<file path="src/rtl/assert_macros.svh">
// ----------------------------------------------------------------------------
// Assertion macros
// Shared concurrent assertion forms for the covariance unit.
// ----------------------------------------------------------------------------
`ifndef ASSERT_MACROS_SVH
`define ASSERT_MACROS_SVH

// A property that must hold on every clock edge outside reset.
`define ASSERT_IMPL(label, clk, rst, prop, msg) \
   label: assert property (@(posedge clk) disable iff (rst) prop) else $error(msg);

// A condition that must never be seen on a clock edge outside reset.
`define ASSERT_NEVER(label, clk, rst, expr, msg) \
   label: assert property (@(posedge clk) disable iff (rst) !(expr)) else $error(msg);

`endif

</file>
<file path="src/rtl/rwc_pkg.sv">
// ----------------------------------------------------------------------------
// Covariance unit package
// Fixed widths, reset values and the control word of the shared arithmetic unit.
// ----------------------------------------------------------------------------
`default_nettype none

package rwc_pkg;

   // Result width and configuration register width are fixed by the interface.
   localparam int COV_W  = 50;
   localparam int WLEN_W = 9;
   localparam logic [WLEN_W-1:0] WLEN_RESET = 9'd10;

   typedef enum logic [3:0] {
      OP_IDLE,
      OP_LOAD_N,
      OP_ADD_STEP,
      OP_LOAD_XY,
      OP_SUB_STEP,
      OP_ABS,
      OP_DIV_STEP,
      OP_SAT,
      OP_NEG
   } alu_op_type;

   typedef struct packed {
      alu_op_type op;
      logic       sign_step;
   } alu_ctrl_type;

endpackage

`default_nettype wire

</file>
<file path="src/rtl/rwc_alu.sv">
// ----------------------------------------------------------------------------
// Covariance arithmetic unit
// One shared wide adder for shift-add products and the sign steps, and a
// restoring divider that retires one quotient bit a cycle.
// ----------------------------------------------------------------------------
`default_nettype none

module rwc_alu import rwc_pkg::*; #(
   parameter int NW    = 9,
   parameter int SDW   = 34,
   parameter int SXY_W = 60,
   parameter int ACC_W = 71
) (
   input  logic                    clock,
   input  alu_ctrl_type            ctrl,
   input  logic [NW-1:0]           n,
   input  logic signed [SDW-1:0]   sum_dx,
   input  logic signed [SDW-1:0]   sum_dy,
   input  logic signed [SXY_W-1:0] sum_dxdy,
   output logic [COV_W-1:0]        result
);

   localparam int DDW = 2 * NW;
   localparam logic [ACC_W-1:0] LIM_POS = {{(ACC_W-COV_W+1){1'b0}}, {(COV_W-1){1'b1}}};
   localparam logic [ACC_W-1:0] LIM_NEG = {{(ACC_W-COV_W){1'b0}}, 1'b1, {(COV_W-1){1'b0}}};

   logic [ACC_W-1:0] acc_ff, acc_in;
   logic [ACC_W-1:0] mcand_ff, mcand_in;
   logic [SDW-1:0]   mplier_ff, mplier_in;
   logic [DDW:0]     rem_ff, rem_in;
   logic [DDW-1:0]   d_ff, d_in;
   logic             neg_ff, neg_in;

   // Shared adder.
   logic [ACC_W-1:0] add_a, add_b, add_sum, add_sel, lim;
   logic             add_sub;

   // Divider step.
   logic [DDW:0] rem_sh, rem_diff;
   logic         take;

   assign add_sel = mplier_ff[0] ? mcand_ff : '0;
   assign add_sum = add_a + (add_sub ? ~add_b : add_b) + ACC_W'(add_sub);

   assign rem_sh   = {rem_ff[DDW-1:0], acc_ff[ACC_W-1]};
   assign rem_diff = rem_sh - {1'b0, d_ff};
   assign take     = rem_sh >= {1'b0, d_ff};
   assign lim      = neg_ff ? LIM_NEG : LIM_POS;

   always_comb begin
      acc_in    = acc_ff;
      mcand_in  = mcand_ff;
      mplier_in = mplier_ff;
      rem_in    = rem_ff;
      d_in      = d_ff;
      neg_in    = neg_ff;
      add_a     = acc_ff;
      add_b     = add_sel;
      add_sub   = 1'b0;

      case (ctrl.op)
         OP_IDLE: begin
         end
         OP_LOAD_N: begin
            acc_in    = '0;
            mcand_in  = ACC_W'(sum_dxdy);
            mplier_in = SDW'(n);
            d_in      = DDW'(n) * DDW'(n - NW'(1));
         end
         OP_ADD_STEP: begin
            acc_in    = add_sum;
            mcand_in  = {mcand_ff[ACC_W-2:0], 1'b0};
            mplier_in = {1'b0, mplier_ff[SDW-1:1]};
         end
         OP_LOAD_XY: begin
            mcand_in  = ACC_W'(sum_dx);
            mplier_in = sum_dy;
         end
         OP_SUB_STEP: begin
            // The top bit of a two's complement multiplier weighs negative,
            // so the product is subtracted except on that step.
            add_sub   = !ctrl.sign_step;
            acc_in    = add_sum;
            mcand_in  = {mcand_ff[ACC_W-2:0], 1'b0};
            mplier_in = {1'b0, mplier_ff[SDW-1:1]};
         end
         OP_ABS: begin
            add_a   = '0;
            add_b   = acc_ff;
            add_sub = 1'b1;
            neg_in  = acc_ff[ACC_W-1];
            acc_in  = acc_ff[ACC_W-1] ? add_sum : acc_ff;
            rem_in  = '0;
         end
         OP_DIV_STEP: begin
            rem_in = take ? rem_diff : rem_sh;
            acc_in = {acc_ff[ACC_W-2:0], take};
         end
         OP_SAT: begin
            if (acc_ff > lim) begin
               acc_in = lim;
            end
         end
         OP_NEG: begin
            add_a   = '0;
            add_b   = acc_ff;
            add_sub = 1'b1;
            if (neg_ff) begin
               acc_in = add_sum;
            end
         end
         default: begin
         end
      endcase
   end

   always_ff @(posedge clock) begin
      acc_ff    <= acc_in;
      mcand_ff  <= mcand_in;
      mplier_ff <= mplier_in;
      rem_ff    <= rem_in;
      d_ff      <= d_in;
      neg_ff    <= neg_in;
   end

   assign result = acc_ff[COV_W-1:0];

endmodule

`default_nettype wire

</file>
<file path="config.mk">
export PLATFORM = sky130hd
export DESIGN_NAME = rwc_alu
export DESIGN_NICKNAME = d
export VERILOG_FILES = /design/src/rtl/assert_macros.svh /design/src/rtl/rwc_pkg.sv /design/src/rtl/rwc_alu.sv
export SDC_FILE = /design/constraint.sdc
export NUM_CORES = 1
export LEC_CHECK = 0
export BUFFER_PORTS_ARGS = -buffer_cell sky130_fd_sc_hd__buf_2
export CORE_ASPECT_RATIO = 0.75
export CORE_UTILIZATION = 40
export DETAILED_ROUTE_END_ITERATION = 7
export PLACE_DENSITY_LB_ADDON = 0.1
export SYNTH_ARGS = -nofsm -noshare
export SYNTH_HDL_FRONTEND = slang
export SYNTH_SLANG_ARGS = --single-unit
</file>
<file path="constraint.sdc">
create_clock -name clock -period 7.44 [get_ports clock]
set_input_delay 0.372 -clock clock [delete_from_list [all_inputs] [get_ports clock]]
set_output_delay 0.372 -clock clock [all_outputs]
set_load 0.01 [all_outputs]
</file>
# --- Word-level counts from Yosys, hierarchy flattened ---
# Cells that the tools add are included.
classes:
  add_sub_neg: 4
  mul: 1
  magnitude_cmp: 2
  eq_ne: 11
  n_mux: 14
  bitwise_logic: 1
  n_reduce_logical: 8
op_table:
  columns: ["op", "count"]
  rows:
  - ["71-bit two-way mux", 7]
  - ["71-bit case mux with 6 select lines", 1]
  - ["71-bit case mux with 3 select lines", 1]
  - ["34-bit case mux with 3 select lines", 1]
  - ["71-bit by 1-bit adder with 71-bit output", 1]
  - ["71-bit adder", 1]
  - ["71-bit by 50-bit > comparator with 1-bit output", 1]
  - ["71-bit NOT", 1]
  - ["50-bit two-way mux", 1]
  - ["18-bit case mux with 2 select lines", 1]
  - ["19-bit by 18-bit greater-or-equal comparator with 1-bit output", 1]
  - ["10-bit by 10-bit multiplier with 18-bit output", 1]
  - ["18-bit two-way mux", 1]
  - ["18-bit subtractor", 1]
  - ["4-bit by 3-bit equality test with 1-bit output, second input constant", 4]
  - ["9-bit by 1-bit subtractor with 10-bit output, second input constant", 1]
  - ["4-bit by 2-bit equality test with 1-bit output, second input constant", 2]
  - ["2-bit inequality test, second input constant", 3]
  - ["6-bit nonzero test", 1]
  - ["4-bit by 1-bit equality test with 1-bit output, second input constant", 1]
  - ["4-bit equality test, second input constant", 1]
  - ["4-bit AND reduction", 1]
  - ["2-bit OR reduction", 2]
  - ["3-bit AND reduction", 1]
  - ["other kinds (4)", 4]
word_totals:
  register_bits: 213
  in_bits: 143
  output_inout_bits: 50
  word_cells: 48

# --- Depth between registers and ports, before layout ---
# Gate-level depths: netlist of the first run.
logic_depth:
  ltp_word: 9
  depth_mapped: 25
  ltp_nobuf: 24

# --- Worst setup path before layout of the first run ---
# No wires, ideal clock.
synth_path:
  path_kind: "input port to flip-flop"
  from: "in n[0]"
  to: "reg d_ff[16], data pin"
  t_arrival_ps: 5704
  required_ps: 7182
  slack_ps: 1478
  cell_stages: 22
  path_buffers: 1
  cell_sequence: "clkbuf_1 -> inv_1 -> ha_1 -> nand3b_1 -> or3_1 -> ha_1 -> nand2b_1 -> fa_1 -> fa_1 -> inv_1 -> fa_1 -> fa_1 -> inv_1 -> fa_1 -> inv_1 -> ha_1 -> nand3_1 -> o21ai_0 -> o41ai_1 -> o21bai_1 -> a21oi_1 -> xnor2_1"
synth_between:
  elab_chain_cells: 2
synth_rtl:
  columns: ["item", "line_no", "rtl"]
  rows:
  - ["from (decl)", "rwc_alu.sv:16", "input logic [NW-1:0] n,"]
  - ["9-bit by 1-bit subtractor with 10-bit output", "rwc_alu.sv:68", "d_in = DDW'(n) * DDW'(n - NW'(1));"]
  - ["10-bit by 10-bit multiplier with 18-bit output *", "rwc_alu.sv:68", null]
  - ["to (signal assigned)", "rwc_alu.sv:122", "d_ff <= d_in;"]
  - ["to (decl)", "rwc_alu.sv:31", "logic [DDW-1:0] d_ff, d_in;"]
# Mark *: on every way between the ends. The rest lies on a longest branch, timed or not.
# A chain may end at the register's enable or synchronous reset.

# --- Worst setup path after layout of the first run ---
layout_path:
  from: "in n[2]"
  to: "reg d_ff[16], data pin"
# Same word-level chain as after synthesis.

==> results of run 1 <==
[registers in the layout, summed over array words and instances, names as in the netlist]
name and cells:
acc_ff 71, mcand_ff 71, mplier_ff 34, rem_ff 18, d_ff 17, neg_ff 1
[cells in the mapped netlist, drive strengths merged, types with 29 or more instances]
| cell type | count | area share [%] |
|---|---|---|
| a21oi | 171 | 4.1 |
| buf | 77 | 2.4 |
| and2 | 80 | 2.4 |
| clkbuf | 111 | 2.0 |
| nor2b | 44 | 1.3 |
| a22o | 29 | 1.2 |
| a221o | 30 | 1.4 |
| nand2b | 36 | 1.1 |
| xor2 | 44 | 1.9 |
| xnor2 | 124 | 5.2 |
| edfxtp | 212 | 31 |
| a21o | 70 | 2.5 |
| o21ai | 199 | 4.8 |
| nor2 | 93 | 1.7 |
| ha | 203 | 12 |
| nand4 | 38 | 1.1 |
| fa | 56 | 5.4 |
| a22oi | 42 | 1.5 |
| inv | 141 | 2.5 |
| nor3 | 34 | 0.84 |
| nand2 | 324 | 5.8 |
[tightest hold or removal path: stages]
cell and delay (ns):
buf_2 0.07, nand2_1 0.04, nand2_1 0.05
[kinds of logic (layout without fill, tap and decap cells)]
logic type / count (synthesis) / count (layout) / share of synthesized area [%]
buffers and inverters: 329 / 397 / 6.96
multiplexers: 13 / 13 / 0.625
other: 0 / 16 / 0
flip-flops: 212 / 212 / 30.6
AND/OR/NAND/NOR: 726 / 726 / 16.7
adder cells (fa/ha/maj): 259 / 259 / 17.6
AO/OA/AOI/OAI: 660 / 660 / 20.5
XOR/XNOR: 168 / 168 / 7.07
[final cells by class]
| type | count | area [um^2] | area share (%) |
|---|---|---|---|
| diodes | 16 | 40.0 | 0.176 |
| clock buffers | 31 | 669 | 2.94 |
| clock inverters | 14 | 155 | 0.681 |
| inverters | 141 | 529 | 2.32 |
| multi-input cells | 1826 | 13100 | 57.3 |
| flip-flops and latches | 212 | 6370 | 27.9 |
| well taps | 693 | 867 | 3.80 |
| repair buffers | 211 | 1100 | 4.84 |
[power by group through the flow]
stage / logic (uW) / clock network (uW) / registers [uW]
after floorplan: 1700 / 0 / 1590
after global placement: 2210 / 0 / 1640
after detailed placement: 2230 / 0 / 1640
after CTS: 2250 / 1300 / 1610
after global routing: 2540 / 1340 / 1630
final: 2260 / 1270 / 1610
[per-layer routing]
layer	vias to the layer above	part of all wire [%]	global-route usage (%)
met1	8524	51	38.5
met3	68	9.0	6.51
met4	20	1.3	3.83
met5	-	0.20	0.932
met2	556	38	32.7
li1	8500	-	-
[stage by stage]
step                      instance area, um^2  worst slack (ns)  total power, uW  util, %
after floorplan                         20800              1.48             3300        -
after global placement                  21900              1.11             3840     43.2
after detailed placement                21900             0.980             3870     43.2
after CTS                               22700              1.48             5160     44.8
after global routing                    22800              1.21             5510     44.9
final                                   22800              1.47             5150     44.9
[worst paths after layout]
path	from	endpoint	slack (ns)	cells after the start
max	n[2]	d_ff[16]	1.47	21
min	sum_dxdy[16]	mcand_ff[16]	0.06	3
max reg2reg	mplier_ff[0]	acc_ff[42]	2.13	15
min reg2reg	mplier_ff[4]	mplier_ff[3]	0.54	2
==> impl_metrics.toml, run 1 <==
[timing]
setup_tns_ns = 0
worstMarginPinSlew_ns = 1.29
setup_viol = 0
fin_hold_ws_ns = 0.0571
maxSlewHeadroom_pct = 13.2
period_share_pct = 80.3
post-route-min-period_ns = 5.97
fmax_mhz = 167
skew_ns = 0.0313
drv_slew = 0
hold_violations = 0
grt_setup_unrepaired = "no"

[critical_path]
critical_path_class = "in -> reg"
start_kind = "primary input"
path_max_fanout = 14
worstPathArrival_ns = 6.30
crit_required_ns = 7.77
endpoint_kind = "register"
crit_chain = "buf_2, or3_1, or3b_2, ha_1, nand2b_1, fa_1, fa_1, inv_1, fa_1, fa_1, inv_1, fa_1, inv_1, ha_1, and2_1, a31oi_1, o21ai_0, o41ai_1, o21bai_1, a21oi_1, xnor2_1"
crit_slowest_cell = "fa_1"
cpPeakStageDelay_ns = 0.55
crit_buf_inv = 4
path_delay_family = "adder cells"
critPathMostFrequentCell = "fa_1"

[clock_tree]
clock_latency_ns = 0.59
clk_pin_slew_worst_paths_ns = 0.06
ctsHoldBuffers = 0
cts_tree = "done"
root_buffer = "clkbuf_16"
cts_buffers = 26
htreeDepth = 1
clock_sinks = 212
post_cts_resized = 0
cts_max_path_buffers = 3
postCtsSetupBuffers = 0

[placement]
dp.cells = 3083
portBuffers = 192
gp_congestion = 0.892
dpl.hpwl_mm = 50.5

[global_route]
grt_pass1_wl_mm = 99.8
grt_max_degree = 104
grt_usage_pct = 24.4
grt-ovfl-total = 0
grt_pass1_vias = 16700
antenna_found_initial = 21

[die]
die_area_um2 = 53000
die_y_um = 200
rows = 71
initial_core_util_pct = 41.0
io_pins = 193
chipWidth_um = 265
core_um2 = 50700

[layout]
drive_above_1_share_pct = 11.3
syn_to_final_growth_pct = 9.50
layout_commonest_cell = "nand2_1"
stdcell_count = 3144
final_cell_mix = "nand2_1 (324), edfxtp_1 (212), ha_1 (203)"
fillers = 5054
layout.nets = 2820

[detailed_routing]
drt_iter0_markers = 1715
routed_wl_mm = 65.6
ant_nets = 0
routed_via_density = 5.62
vias = 17700
drc = 0
drtPass1Iterations = 5
wire_per_inst_um = 20.9

[pwr]
powerDensity_nw_per_um2 = 226
combPwrFrac_pct = 43.9
switching_share_pct = 39.1
internal-power_uw = 3130
ir_drop_mv = 0.167
pwr-share-clk_pct = 24.7
seqPwrFrac_pct = 31.4
p_switching_uw = 2010
p_leak_uw = 0.00987

[logic_synthesis]
yosysWarnings = 0
synth.avg_cell_area_um2 = 8.79
synth_edf_count = 212
ys_ff_latch = 212
yosys_most_used_dff = "edfxtp_1"
synth_area_um2 = 20800
syn_nets = 2769
async_flop_share_pct = 0
yosysSeqAreaShare_pct = 30.6
syn-instance-count = 2367
synth_cell_type_count = 76

[status]
outcome = "complete, no violations"

[hold_path]
hold_path.class = "in -> reg"

[flow_run]
drv_cap = 0
(Power assumes the default switching activity.)
==> inputs of run 2 (changes only) <==
==> constraint.sdc (replaced) <==
create_clock -name clock -period 6.1 [get_ports clock]
set_input_delay 0.305 -clock clock [delete_from_list [all_inputs] [get_ports clock]]
set_output_delay 0.305 -clock clock [all_outputs]
set_load 0.01 [all_outputs]
==> run 2 against run 1 <==
Net effect:
- cell count increased by 2.1%
- cell area increased by 3.5%
- critical path depth is the same
- highest routed layer unchanged
==> impl_metrics.toml, run 2 (same netlist as run 1, synthesis figures left out) <==
[hold_path]
worstHoldPathCells = 3
min_to = "mcand_ff[22]"
hold_path.class = "in -> reg"
min_from = "sum_dx[22]"

[critical_path]
path_max_fanout = 6
worstPathArrival_ns = 5.98
start_kind = "primary input"
r2r_cells = 15
r2r_slack_ns = 1.33
critical_path_class = "in -> reg"
crit_required_ns = 6.43
reg2reg_from = "mplier_ff[0]"
endpoint_kind = "register"
reg2reg_to = "acc_ff[70]"
crit_start = "n[1]"

[pwr]
powerDensity_nw_per_um2 = 275
ir_drop_mv = 0.197
combPwrFrac_pct = 43.7
internal-power_uw = 4020
p_leak_uw = 0.0103
seqPwrFrac_pct = 30.3
p_switching_uw = 2460
power.total_uw = 6480
pwr-share-clk_pct = 26.0
switching_share_pct = 37.9

[timing]
grt_setup_unrepaired = "no"
period_share_pct = 92.7
maxSlewHeadroom_pct = 13.9
fin_hold_ws_ns = 0.0241
drv_slew = 0
hold_violations = 0
worstMarginPinSlew_ns = 1.29
setup_viol = 0
skew_ns = 0.0281
post-route-min-period_ns = 5.66
fmax_mhz = 177

[layout]
fin_util_pct = 46.5
final_cell_mix = "nand2_1 (324), edfxtp_1 (212), ha_1 (203)"
drive_above_1_share_pct = 12.1
top_regs = "acc_ff: 71 flops, mcand_ff: 71 flops, mplier_ff: 34 flops"
layout_commonest_cell = "nand2_1"
final_area_um2 = 23600
layout.nets = 2896
syn_to_final_growth_pct = 13.3

[die]
core_um2 = 50700
chipWidth_um = 265
io_pins = 193
die_y_um = 200
initial_core_util_pct = 41.0
rows = 71
die_area_um2 = 53000

[clock_tree]
root_buffer = "clkbuf_16"
postCtsSetupBuffers = 0
clock_latency_ns = 0.59
cts_tree = "done"
htreeDepth = 1
post_cts_resized = 0
clock_sinks = 212
cts_buffers = 26
clk_pin_slew_worst_paths_ns = 0.06
cts_max_path_buffers = 3

[global_route]
grt_pass1_vias = 17100
grt_usage_pct = 24.6
grt_pass1_wl_mm = 101
antenna_found_initial = 14
grt-ovfl-total = 0
grt_max_degree = 114

[detailed_routing]
ant_nets = 0
vias = 17800
routed_wl_mm = 65.6
drtPass1Iterations = 5
routed_via_density = 5.54
drt_iter0_markers = 1474
wire_per_inst_um = 20.4
drc = 0

[placement]
dpl.hpwl_mm = 50.6
portBuffers = 192
place_area_um2 = 22200
gp_congestion = 0.900

[flow_run]
drv_cap = 0

[status]
outcome = "complete, no violations"
## run 2: cell count changes in the layout (fill, tap and decap cells not counted), sizes merged
cell and delta:
clkinvlp +1, clkbuf -5, dlygate4sd3 +49, bufinv +3, clkinv +2, diode -11
buf +27
## run 2: power by group through the flow
stage	logic (uW)	registers (uW)	clock network [uW]
2_1_floorplan	2080	1940	0
5_1_grt	3190	1990	1750
3_3_place_gp	2740	1990	0
3_5_place_dp	2780	2000	0
6_report	2830	1970	1680
4_1_cts	2830	1970	1710
## run 2: repair_timing
item	in CTS	in global routing
hold endpoints to repair	43	0
endpoints found under the setup margin	0	0
hold buffers	49	0
## run 2: worst max-delay path: stages
cell and delay [ns]:
buf_2 0.10, or3_1 0.41, or3b_2 0.50, ha_1 0.38, nand2b_1 0.20, fa_1 0.51, fa_1 0.55, inv_1 0.05
fa_1 0.43, fa_1 0.51, inv_1 0.05, fa_1 0.53, inv_1 0.04, ha_1 0.19, and2_1 0.17, a31oi_1 0.15
o21ai_0 0.13, o41ai_1 0.36, o21bai_1 0.12, a21oi_1 0.19, xnor2_1 0.10
## run 2: how the worst max path moves through the flow
| stage | cells past startpoint | end | slack (ns) |
|---|---|---|---|
| after floorplan | 12 | acc_ff[0] | 0.16 |
| after global placement | 21 | d_ff[16] | 0.003 |
| after detailed placement | 21 | d_ff[16] | -0.14 |
| after CTS | 21 | d_ff[16] | 0.48 |
| after global routing | 24 | d_ff[16] | 0.20 |
| final | 21 | d_ff[16] | 0.44 |
## run 2: per-layer routing
metal | vias to the layer above | wire (um) | global-route usage (%)
li1 | 8636 | - | -
met1 | 8534 | 33800 | 38.7
met2 | 527 | 25500 | 33.9
met3 | 68 | 5240 | 5.55
met4 | 20 | 877 | 3.66
met5 | - | 123 | 0
## run 2: metrics by stage
| step | TNS, ns | worst slack (ns) | cells |
|---|---|---|---|
| 2_1_floorplan | 0 | 0.158 | 2367 |
| 3_3_place_gp | 0 | 0.00271 | 3110 |
| 3_5_place_dp | -0.203 | -0.137 | 3110 |
| 4_1_cts | 0 | 0.481 | 3205 |
| 5_1_grt | 0 | 0.196 | 3207 |
| 6_report | 0 | 0.443 | 3210 |
## run 2: cell type report
class | count | area [um^2]
Timing Repair Buffer | 287 | 1850
Clock inverter | 20 | 251
Sequential cell | 212 | 6370
Tap cell | 693 | 867
Fill cell | 4958 | 27100
Multi-Input combinational cell | 1826 | 13100
Inverter | 141 | 529
Antenna cell | 5 | 12.5
Clock buffer | 26 | 651
